$ cat src/hw/rtl/gsm7_pkg.sv
// ----------------------------------------------------------------------------
// gsm7 packer package
// word types, alphabet table and escape codes shared by the packer files
// ----------------------------------------------------------------------------
package gsm7_pkg;

  localparam int COUNT_BITS_DEF = 16;
  localparam int SEPTET_COUNT_W = 16;
  localparam int MAX_OCTETS     = 3;

  localparam logic [6:0] ESC_SEPTET = 7'h1B;
  localparam logic [6:0] CR_SEPTET  = 7'h0D;

  typedef struct packed {
    logic [7:0] char_byte;
    logic       is_last_char;
  } in_word_t;

  typedef struct packed {
    logic [7:0]                octet;
    logic                      is_last_octet;
    logic [SEPTET_COUNT_W-1:0] septet_count;
  } out_word_t;

  // octets produced by one character, lowest entry goes out first
  typedef struct packed {
    logic [MAX_OCTETS-1:0][7:0] octets;
    logic [1:0]                 num;
    logic                       last;
    logic [SEPTET_COUNT_W-1:0]  count;
  } pack_result_t;

  typedef struct packed {
    logic [6:0] pending;
    logic [2:0] fill;
  } pack_state_t;

  localparam logic [7:0] LATIN_TO_SEPTET [0:255] = '{
    8'h1b,8'h54,8'h54,8'h54,8'h54,8'h54,8'h54,8'h54,
    8'h54,8'h54,8'h0a,8'h54,8'h54,8'h0d,8'h54,8'h54,
    8'h54,8'h54,8'h54,8'h54,8'h54,8'h54,8'h54,8'h54,
    8'h54,8'h54,8'h54,8'h54,8'h54,8'h54,8'h54,8'h54,
    8'h20,8'h21,8'h22,8'h23,8'h02,8'h25,8'h26,8'h27,
    8'h28,8'h29,8'h2a,8'h2b,8'h2c,8'h2d,8'h2e,8'h2f,
    8'h30,8'h31,8'h32,8'h33,8'h34,8'h35,8'h36,8'h37,
    8'h38,8'h39,8'h3a,8'h3b,8'h3c,8'h3d,8'h3e,8'h3f,
    8'h00,8'h41,8'h42,8'h43,8'h44,8'h45,8'h46,8'h47,
    8'h48,8'h49,8'h4a,8'h4b,8'h4c,8'h4d,8'h4e,8'h4f,
    8'h50,8'h51,8'h52,8'h53,8'h54,8'h55,8'h56,8'h57,
    8'h58,8'h59,8'h5a,8'h54,8'h54,8'h54,8'h54,8'h11,
    8'h54,8'h61,8'h62,8'h63,8'h64,8'h65,8'h66,8'h67,
    8'h68,8'h69,8'h6a,8'h6b,8'h6c,8'h6d,8'h6e,8'h6f,
    8'h70,8'h71,8'h72,8'h73,8'h74,8'h75,8'h76,8'h77,
    8'h78,8'h79,8'h7a,8'h54,8'h54,8'h54,8'h54,8'h54,
    8'h54,8'h54,8'h54,8'h54,8'h54,8'h54,8'h54,8'h54,
    8'h54,8'h54,8'h54,8'h54,8'h54,8'h54,8'h54,8'h54,
    8'h54,8'h54,8'h54,8'h54,8'h54,8'h54,8'h54,8'h54,
    8'h54,8'h54,8'h54,8'h54,8'h54,8'h54,8'h54,8'h54,
    8'h54,8'h40,8'h54,8'h01,8'h24,8'h03,8'h54,8'h5f,
    8'h54,8'h54,8'h54,8'h54,8'h54,8'h54,8'h54,8'h54,
    8'h54,8'h54,8'h54,8'h54,8'h54,8'h54,8'h54,8'h54,
    8'h54,8'h54,8'h54,8'h54,8'h54,8'h54,8'h54,8'h60,
    8'h54,8'h54,8'h54,8'h54,8'h5b,8'h0e,8'h1c,8'h09,
    8'h54,8'h1f,8'h54,8'h54,8'h54,8'h54,8'h54,8'h54,
    8'h54,8'h5d,8'h54,8'h54,8'h54,8'h54,8'h5c,8'h54,
    8'h0b,8'h54,8'h54,8'h54,8'h5e,8'h54,8'h54,8'h1e,
    8'h7f,8'h54,8'h54,8'h54,8'h7b,8'h0f,8'h1d,8'h54,
    8'h04,8'h05,8'h54,8'h54,8'h07,8'h54,8'h54,8'h54,
    8'h54,8'h7d,8'h08,8'h54,8'h54,8'h54,8'h7c,8'h54,
    8'h0c,8'h06,8'h54,8'h54,8'h7e,8'h54,8'h54,8'h54
  };

  // extension code after the escape septet, zero when not escaped
  function automatic logic [6:0] escape_code(input logic [7:0] c);
    logic [6:0] code;
    begin
      case (c)
        8'h5e:   code = 7'h14;
        8'h0c:   code = 7'h0a;
        8'h7c:   code = 7'h40;
        8'h7b:   code = 7'h28;
        8'h7d:   code = 7'h29;
        8'h5b:   code = 7'h3c;
        8'h5d:   code = 7'h3e;
        8'h7e:   code = 7'h3d;
        8'h5c:   code = 7'h2f;
        default: code = 7'h00;
      endcase
      return code;
    end
  endfunction

endpackage

$ cat src/hw/rtl/gsm7_pack_step.sv
// ----------------------------------------------------------------------------
// gsm7 pack step
// maps one character to septets and packs them behind the pending bits
// ----------------------------------------------------------------------------
module gsm7_pack_step #(
  parameter int CountBits = gsm7_pkg::COUNT_BITS_DEF
) (
  input  logic [7:0]              char_byte,
  input  logic                    is_last_char,
  input  logic                    pad_with_cr,
  input  gsm7_pkg::pack_state_t   state,
  input  logic [CountBits-1:0]    total,
  output gsm7_pkg::pack_result_t  result,
  output gsm7_pkg::pack_state_t   state_next,
  output logic [CountBits-1:0]    total_next
);

  logic [6:0]                                code;
  logic                                      esc;
  logic [6:0]                                sept;
  logic [13:0]                               chunk;
  logic [20:0]                               acc;
  logic [20:0]                               shifted;
  logic [4:0]                                nbits;
  logic [1:0]                                nfull;
  logic [2:0]                                rem;
  logic                                      flush;
  logic [CountBits:0]                        sum;
  logic [CountBits-1:0]                      sat;
  logic [CountBits+gsm7_pkg::SEPTET_COUNT_W-1:0] sat_wide;
  logic [gsm7_pkg::MAX_OCTETS-1:0][7:0]      octs;

  assign code  = gsm7_pkg::escape_code(char_byte);
  assign esc   = (code != 7'h00);
  assign sept  = gsm7_pkg::LATIN_TO_SEPTET[char_byte][6:0];
  assign chunk = esc ? {code, gsm7_pkg::ESC_SEPTET} : {7'h00, sept};
  assign acc   = {14'h0000, state.pending} | ({7'h00, chunk} << state.fill);
  assign nbits = {2'b00, state.fill} + (esc ? 5'd14 : 5'd7);
  assign nfull = nbits[4:3];
  assign rem   = nbits[2:0];
  assign flush = is_last_char && (rem != 3'd0);

  assign shifted = acc >> {nfull, 3'b000};

  // saturating septet count, one or two per character
  assign sum      = {1'b0, total} + {{(CountBits-1){1'b0}}, (esc ? 2'd2 : 2'd1)};
  assign sat      = sum[CountBits] ? {CountBits{1'b1}} : sum[CountBits-1:0];
  assign sat_wide = {{gsm7_pkg::SEPTET_COUNT_W{1'b0}}, sat};

  always_comb begin
    octs = {3'b000, acc};
    // cr fill when only one bit of the final octet is used
    if (is_last_char && rem == 3'd1 && pad_with_cr) begin
      octs[nfull] = {gsm7_pkg::CR_SEPTET, octs[nfull][0]};
    end
  end

  assign result.octets = octs;
  assign result.num    = nfull + {1'b0, flush};
  assign result.last   = is_last_char;
  assign result.count  = sat_wide[gsm7_pkg::SEPTET_COUNT_W-1:0];

  assign state_next.pending = is_last_char ? 7'h00 : shifted[6:0];
  assign state_next.fill    = is_last_char ? 3'd0 : rem;
  assign total_next         = is_last_char ? '0 : sat;

endmodule

$ cat src/hw/rtl/gsm7_text_packer.sv
// ----------------------------------------------------------------------------
// gsm7 text packer
// latin-1 characters in, gsm 7-bit default alphabet octets out
// ----------------------------------------------------------------------------
// Takes one Latin-1 character word per cycle unless in_stall holds it
// off, and emits packed GSM 7-bit octets, one output word per cycle while
// out_stall is low. A plain character adds one septet and the nine escaped
// characters add two (escape then extension code), so one character makes
// zero, one or two octets, plus a flush octet on the last character of a
// message when bits are left over. The octet output register is the pacing
// unit: a character holds it until its last octet leaves, while the next
// character waits in the input register; the input stalls when that
// register is full and the output register is not free. Each character
// passes the input register, then the output register. The last octet of a
// message carries the septet count; other octets carry zero there. The
// pad_with_cr setting is written through the cfg port, always ready; the
// user must change it only while the block is idle, which is not enforced.
// ----------------------------------------------------------------------------
module gsm7_text_packer #(
  parameter int CountBits = gsm7_pkg::COUNT_BITS_DEF
) (
  input  logic                clk,
  input  logic                rst,
  // character words
  input  logic                in_valid,
  output logic                in_stall,
  input  gsm7_pkg::in_word_t  in_data,
  // octet words
  output logic                out_valid,
  input  logic                out_stall,
  output gsm7_pkg::out_word_t out_data,
  // pad_with_cr register
  input  logic                cfg_valid,
  output logic                cfg_ready,
  input  logic                cfg_data
);

  // input register
  logic                   s1_valid;
  gsm7_pkg::in_word_t     s1_word;

  // packer state
  logic                   pad_with_cr;
  gsm7_pkg::pack_state_t  state;
  logic [CountBits-1:0]   total;

  // octets of the character in the output stage, entry 0 on the port
  gsm7_pkg::pack_result_t set;

  gsm7_pkg::pack_result_t set_next;
  gsm7_pkg::pack_state_t  state_next;
  logic [CountBits-1:0]   total_next;

  logic pop;
  logic set_free;
  logic load;
  logic accept;

  gsm7_pack_step #(
    .CountBits (CountBits)
  ) u_step (
    .char_byte    (s1_word.char_byte),
    .is_last_char (s1_word.is_last_char),
    .pad_with_cr  (pad_with_cr),
    .state        (state),
    .total        (total),
    .result       (set_next),
    .state_next   (state_next),
    .total_next   (total_next)
  );

  // handshake
  assign out_valid = (set.num != 2'd0);
  assign pop       = out_valid && !out_stall;
  // output stage can take the next character once its last octet leaves
  assign set_free  = (set.num == 2'd0) || (pop && set.num == 2'd1);
  assign load      = s1_valid && set_free;
  assign in_stall  = s1_valid && !set_free;
  assign accept    = in_valid && !in_stall;
  assign cfg_ready = 1'b1;

  // output word, count only shown on the final octet
  assign out_data.octet         = set.octets[0];
  assign out_data.is_last_octet = set.last && (set.num == 2'd1);
  assign out_data.septet_count  = out_data.is_last_octet ? set.count : '0;

  always_ff @(posedge clk) begin
    if (rst) begin
      s1_valid      <= 1'b0;
      pad_with_cr   <= 1'b0;
      state.pending <= 7'h00;
      state.fill    <= 3'd0;
      total         <= '0;
      set.num       <= 2'd0;
    end else begin
      if (cfg_valid && cfg_ready) begin
        pad_with_cr <= cfg_data;
      end
      // input register
      if (accept) begin
        s1_valid <= 1'b1;
      end else if (load) begin
        s1_valid <= 1'b0;
      end
      // packer state advances as a character moves into the output stage
      if (load) begin
        state      <= state_next;
        total      <= total_next;
        set.num    <= set_next.num;
        set.octets <= set_next.octets;
        set.last   <= set_next.last;
        set.count  <= set_next.count;
      end else if (pop) begin
        set.num    <= set.num - 2'd1;
        // shift the next octet down to the port
        set.octets <= {8'h00, set.octets[gsm7_pkg::MAX_OCTETS-1:1]};
      end
    end
  end

  // payload register
  always_ff @(posedge clk) begin
    if (accept) begin
      s1_word <= in_data;
    end
  end

endmodule

$ cat config.mk
export PLATFORM = sky130hd
export DESIGN_NAME = gsm7_text_packer
export DESIGN_NICKNAME = d
export VERILOG_FILES = /design/src/hw/rtl/gsm7_pkg.sv /design/src/hw/rtl/gsm7_pack_step.sv /design/src/hw/rtl/gsm7_text_packer.sv
export SDC_FILE = /design/constraint.sdc
export NUM_CORES = 1
export LEC_CHECK = 0
export BUFFER_PORTS_ARGS = -buffer_cell sky130_fd_sc_hd__buf_4
export CORE_ASPECT_RATIO = 0.6
export CORE_MARGIN = 2
export CORE_UTILIZATION = 37
export CTS_CLUSTER_DIAMETER = 120
export DETAILED_ROUTE_END_ITERATION = 7
export SLEW_MARGIN = 20
export SYNTH_ARGS = -nofsm -noshare
export SYNTH_HDL_FRONTEND = slang
export SYNTH_SLANG_ARGS = --single-unit
$ cat constraint.sdc
create_clock -name clk -period 4.4 [get_ports clk]
set_input_delay 0.22 -clock clk [delete_from_list [all_inputs] [get_ports clk]]
set_output_delay 0.22 -clock clk [all_outputs]
set_load 0.01 [all_outputs]
# Word level (Yosys, flattened, before mapping)
# Memory sizes are Yosys's and may differ from the RTL's.
# Index checks and enable logic that the tools add are counted.
[op_classes] n_shift=2 reduce_logical=22 magnitude_cmp=3 n_bitwise=3 n_addsub=4 n_mux=21 eq_ne=11
[op_table] cell="$eq A8 B7 Y1 const B" n=8
[op_table] cell="$pmux W7 S9" n=1
[op_table] cell="$mux W26" n=2
[op_table] cell="$mux W16" n=3
[op_table] cell="$bwmux W24" n=1
[op_table] cell="$mux W24" n=1
[op_table] cell="$mux W7" n=3
[op_table] cell="$or A7 B21 Y21" n=1
[op_table] cell="$shl A14 B3 Y21" n=1
[op_table] cell="$shr A21 B5 Y7" n=1
[op_table] cell="$add A16 B2 Y17" n=1
[op_table] cell="$bmux W8 S2" n=1
[op_table] cell="$demux W8 S2" n=1
[op_table] cell="$mux W14" n=1
[op_table] cell="$logic_and A1 B1 Y1" n=10
[op_table] cell="$ge A9 B9 Y1 const B" n=1
[op_table] cell="$not A8 Y9" n=1
[op_table] cell="$eq A8 B4 Y1 const B" n=1
[op_table] cell="$mux W8" n=1
[op_table] cell="$reduce_bool A7 Y1" n=1
[op_table] cell="$reduce_bool A2 Y1" n=3
[op_table] cell="$add A3 B5 Y5" n=1
[op_table] cell="$mux W4" n=1
[op_table] cell="$reduce_and A2 Y1" n=2
[op_table] cell="other kinds (14)" n=18
[word_totals] word_cells=80 mem_count=1 mem_bits_ro=2048 inputBits=15 output_inout_bits=28 ff_bits=80
[memory_table] name="(name not given)" words=256 width=8 read_ports=1 rd_ports_with_merged_regs=0 wr=0 line="gsm7_pack_step.sv:35" source="assign sept = gsm7_pkg::LATIN_TO_SEPTET[char_byte][6:0];"

# Depth between registers and ports, before layout
[logic_depth] depth_word=12 ltp_mapped=19 ltp_nobuf=17

# Modules after synthesis
# Synthesis repeated with hierarchy kept, for this count alone.
[hier_totals] hier_cells=757 hier_area_um2=6248.5
[modules_own_cells] mod="gsm7_pack_step" area_per_inst_um2=3159.3 instances=1 seq_area_each_um2=0.0 cells_each=474
[modules_own_cells] mod="gsm7_text_packer" area_per_inst_um2=3089.2 instances=1 seq_area_each_um2=2102.0 cells_each=283

# Worst setup path before layout
# OpenSTA, ideal clock, no wires.
[synth_path] path_type="register to register" from="reg s1_word[1] (netlist name)" to="reg total[5]" t_arrival_ns=3.849 synth_period_minus_slack_ns=3.914 n_path_buf=5 required_time_ns=4.335 path_slack_ns=0.486 stages_incl_launch_ff=19 setup_ns=0.065 path_cell_list="edfxtp_1 -> ha_1 -> o211ai_1 -> nor3_1 -> or2_1 -> buf_6 -> inv_2 -> clkbuf_1 -> ha_1 -> fa_1 -> and3_1 -> clkbuf_1 -> nand4_1 -> or3_1 -> clkbuf_1 -> clkbuf_1 -> a21oi_1 -> o22ai_1 -> nor2_1"
[synth_via] elab_chain_cells=7 elab_cells_between_ends=15 cone_classes="add/sub (1); eq/ne (9); mux (4); reduce/logical (1)"
[synth_rtl] element="start, declared" line="gsm7_text_packer.sv:40" source="gsm7_pkg::in_word_t s1_word;"
[synth_rtl] element="start signal, assigned" line="gsm7_text_packer.sv:124" source="s1_word <= in_data;"
[synth_rtl] element="$eq A8 B7 Y1 / $eq A8 B4 Y1 (equally long branches)" line="gsm7_pkg.sv:77" source="case (c)"
[synth_rtl] element="$pmux W7 S9 *" line="gsm7_pkg.sv:77"
[synth_rtl] element="$reduce_bool A7 Y1 *" line="gsm7_pack_step.sv:34" source="assign esc = (code != 7'h00);"
[synth_rtl] element="$mux W2 *" line="gsm7_pack_step.sv:46" source="assign sum = {1'b0, total} + {{(CountBits-1){1'b0}}, (esc ? 2'd2 : 2'd1)};"
[synth_rtl] element="$add A16 B2 Y17 *" line="gsm7_pack_step.sv:46"
[synth_rtl] element="$mux W16 *" line="gsm7_pack_step.sv:47" source="assign sat = sum[CountBits] ? {CountBits{1'b1}} : sum[CountBits-1:0];"
[synth_rtl] element="$mux W16 *" line="gsm7_pack_step.sv:65" source="assign total_next = is_last_char ? '0 : sat;"
[synth_rtl] element="end signal, assigned" line="gsm7_text_packer.sv:108" source="total <= total_next;"
[synth_rtl] element="end, declared" line="gsm7_text_packer.sv:45" source="logic [CountBits-1:0] total;"
# Every way passes the cells marked *; elsewhere a longest branch is shown, timed or not.
# A chain may end at the register's enable or synchronous reset.

# Final worst setup path
[layout_path] from="reg s1_word[1] (netlist name)" to="reg set[37] (netlist name) (data pin)"
[layout_via] elab_chain_cells=12 elab_cells_between_ends=31 cone_classes="add/sub (1); order compare (2); eq/ne (10); shift (1); mux (10); bitwise (2); reduce/logical (4); memory (1)"
[layout_rtl] element="$eq A8 B7 Y1 / $eq A8 B4 Y1 (equally long branches)" line="gsm7_pkg.sv:77"
[layout_rtl] element="$pmux W7 S9" line="gsm7_pkg.sv:77"
[layout_rtl] element="$reduce_bool A7 Y1" line="gsm7_pack_step.sv:34"
[layout_rtl] element="$mux W4" line="gsm7_pack_step.sv:38" source="assign nbits = {2'b00, state.fill} + (esc ? 5'd14 : 5'd7);"
[layout_rtl] element="$add A3 B5 Y5" line="gsm7_pack_step.sv:38"
[layout_rtl] element="$lt A2 B3 Y1 (implied by the code) / $ge A2 B1 Y1 (equally long branches)" line="gsm7_pack_step.sv:54" source="octs[nfull] = {gsm7_pkg::CR_SEPTET, octs[nfull][0]};"
[layout_rtl] element="$logic_and A1 B1 Y1 (implied by the code)" line="gsm7_pack_step.sv:54"
[layout_rtl] element="$mux W8 (implied by the code)" line="gsm7_pack_step.sv:54"
[layout_rtl] element="$demux W8 S2"
[layout_rtl] element="$bwmux W24" line="gsm7_pack_step.sv:54"
[layout_rtl] element="$mux W24 *" line="gsm7_pack_step.sv:53" source="if (is_last_char && rem == 3'd1 && pad_with_cr) begin"
[layout_rtl] element="$mux W26 *" line="gsm7_text_packer.sv:106" source="if (load) begin"
[layout_rtl] element="end, declared" line="gsm7_text_packer.sv:48" source="gsm7_pkg::pack_result_t set;"
# Every way passes the cells marked *; elsewhere a longest branch is shown, timed or not. The select of a mux whose other input is x is not followed.

==> impl_metrics.toml <==
[run_status]
outcome = "finished clean"

[hold_path]
hp-start = "in_data[3]"
min_delay_path_depth = 1
hold_end = "s1_word[3]$_DFFE_PP_"
hp-class = "in2reg"

[timing]
fin_skew_ns = 0.00866
setup_tns_ns = 0
slew-limit-headroom_pct = 35.4
min_period_ns = 4.18
max_freq_mhz = 239
tightest_slew_ns = 0.969
post-route-period-util_pct = 95.1
hold_violations = 0
setup_violations = 0
drv_slew = 0
timing.hold.ws_ns = 0.0615
rsz0062_at_grt = "no"
timing.final.ws_setup_ns = 0.216

[pwr]
ir_worst_vdd_mv = 0.184
power_density_nw_per_um2 = 398
p_leak_nw = 2.42
power_mw = 2.53

[route]
via_per_inst = 5.95
drc = 0
ant_nets = 0
drt-initial-drc-count = 664
drt-wirelength-per-cell_um = 19.2
routed-via-count = 5214
wirelength_mm = 16.8
dr.pass1.iters = 5

[global_route]
antenna_found_initial = 0
grt_max_degree = 32
grt_pass1_wl_mm = 27.2
grt_pass1_vias = 4947
globalRouteOverflowTotal = 0
grt_usage_pct = 21.2

[clock_network]
cts_root_buffer = "clkbuf_16"
cts_buffer_depth = 2
cts_tree = "done"
numCtsBuffers = 9
cts_sinks = 77
clock_latency_ns = 0.33
clk_pin_slew_ns = 0.06
cts_max_level = 3

[finish]
final_cell_mix = "nor2_1 (73), buf_4 (63), nand2_1 (47), edfxtp_1 (47), a21oi_1 (46)"
synthToLayoutAreaGrowth_pct = 13.6
post-route-util_pct = 43.5
fin_nets = 700
fin_area_sq_um = 6360
n_antenna_cell = 0
fin_cells = 876
layout_commonest_cell = "nor2_1"
final_layout_size_suffix_gt1_share_pct = 15.6

[critical_path]
slowest_delay_ns = 0.54
cp_data_required_time_ns = 4.48
start_kind = "register"
endpoint_kind = "register"
path_cells = "inv_1, ha_1, nor3b_2, nor3_1, or2_1, inv_2, buf_4, ha_1, inv_1, ha_1, nand2b_1, nand3_1, inv_1, nand4_1, or3_1, and3_1"
slowest_stage = "edfxtp_1"
critPathKind = "reg2reg"
worst-r2r-cell-count = 16
arrival_ns = 4.26
reg2reg_slack_ns = 0.22
reg2reg_from = "s1_word[1]$_DFFE_PP_"
reg2reg_to = "set[37]$_SDFFCE_PN0P_"
critPathMaxFanout = 12
startpoint = "s1_word[1]$_DFFE_PP_"

[placed_design]
place_ws_ns = 0.341
dp_hpwl_mm = 12.0
dpl_cell_area_sq_um = 6010
port_buffers = 41
gp_congestion = 0.930
dp_cells = 860

[die]
core-area_sq_um = 14600
rows = 34
die_w_um = 163
fp.dieArea_sq_um = 16200
start_util_pct = 38.3
fp.dieH_um = 99.3
io_pins = 43

[logic_synthesis]
syn_area_sq_um = 5600
yosysTopAreaCellShare_pct = 25.2
syn_avg_cell_area_sq_um = 8.43
yosys.cell_types.count = 83
synthArstFlopShare_pct = 0
synth.area.top_cells = "edfxtp_1 (25%), dfxtp_1 (11%), nor2_1 (5.0%), a21oi_1 (4.2%), nand2_1 (3.2%)"
synth-seq-cells = 77
synth_top_area_cell = "edfxtp_1"
synth.net_count = 691
synth_seq_area_share_pct = 35.9
synthCells = 664
ys_warn_count = 0
yosys_most_used_dff = "edfxtp_1"
synth_edf_count = 47

[flow_run]
max_cap_viol_count = 0
how the worst max path moves through the flow:
stage | to
after detailed placement | out_data[18]$_DFFE_PP_
after CTS | out_data[18]$_DFFE_PP_
final | set[37]$_SDFFCE_PN0P_
after floorplan | total[5]$_SDFFE_PP0P_
after global routing | set[37]$_SDFFCE_PN0P_
after global placement | set[37]$_SDFFCE_PN0P_
cells by family after synthesis:
logic type / count (synthesis) / share of synthesized area (%)
compound gates: 198 / 24.2
xor+xnor: 11 / 1.72
other cells: 1 / 0.0670
fa+ha+maj: 12 / 2.82
mux: 25 / 4.92
simple gates: 253 / 23.3
flops: 77 / 35.9
buf+inv: 87 / 7.08
registers in the layout, indices dropped and copies added (netlist names):
register     count
out_data         8
pad_with_cr      1
s1_valid         1
s1_word          9
set             32
state           10
total           16
synth_stat cells, types with 9 or more instances:
| cell type | n |
|---|---|
| nor3_1 | 16 |
| and3_1 | 25 |
| dfxtp_1 | 30 |
| nand3_1 | 13 |
| ha_1 | 11 |
| buf_2 | 11 |
| nor2b_1 | 9 |
| clkbuf_1 | 40 |
| nor2_1 | 74 |
| o21ai_0 | 34 |
| buf_4 | 11 |
| edfxtp_1 | 47 |
| nand2_1 | 47 |
| nand4_1 | 9 |
| nand2b_1 | 16 |
| a211oi_1 | 9 |
| mux2i_1 | 16 |
| a21oi_1 | 47 |
| a22oi_1 | 14 |
| a31oi_1 | 12 |
| inv_1 | 20 |
power by group:
part	switching, mW	total (mW)	internal (mW)
Combinational	0.516	0.808	0.292
Sequential	0.0427	0.894	0.851
Clock	0.309	0.826	0.518
Total	0.868	2.53	1.66
routing by layer:
| layer | track usage [%] | up-vias | part of all wire [%] |
|---|---|---|---|
| li1 | - | 2492 | - |
| met1 | 33.9 | 2489 | 52 |
| met2 | 27.5 | 220 | 39 |
| met3 | 6.21 | 13 | 8.3 |
| met4 | 4.02 | 0 | 0.59 |
| met5 | 0 | - | 0 |
worst max-delay path: cells and delay by family, from the launching register on:
kind                       cells  cell delay (ns)
DFF                            1             0.54
buffers and inverters          5             0.58
adders and majority gates      3             0.83
and+or+nand+nor                8             1.97
layout make-up:
cell class              instances  area, sq um
well taps                     198          248
repair buffers                 63          473
multi-input cells             500         3210
clock buffers                  10          239
flip-flops and latches         77         2010
clock inverters                 6         93.8
inverters                      22         82.6
fillers                      1472         8280
timing repair:
action / CTS / global route
hold endpoints to repair: 0 / 0
hold buffers: 0 / 0
setup buffers: 0 / 0
endpoints found under the setup margin: 0 / 4
gates resized for setup: 0 / 4
(Power assumes the default switching activity.)
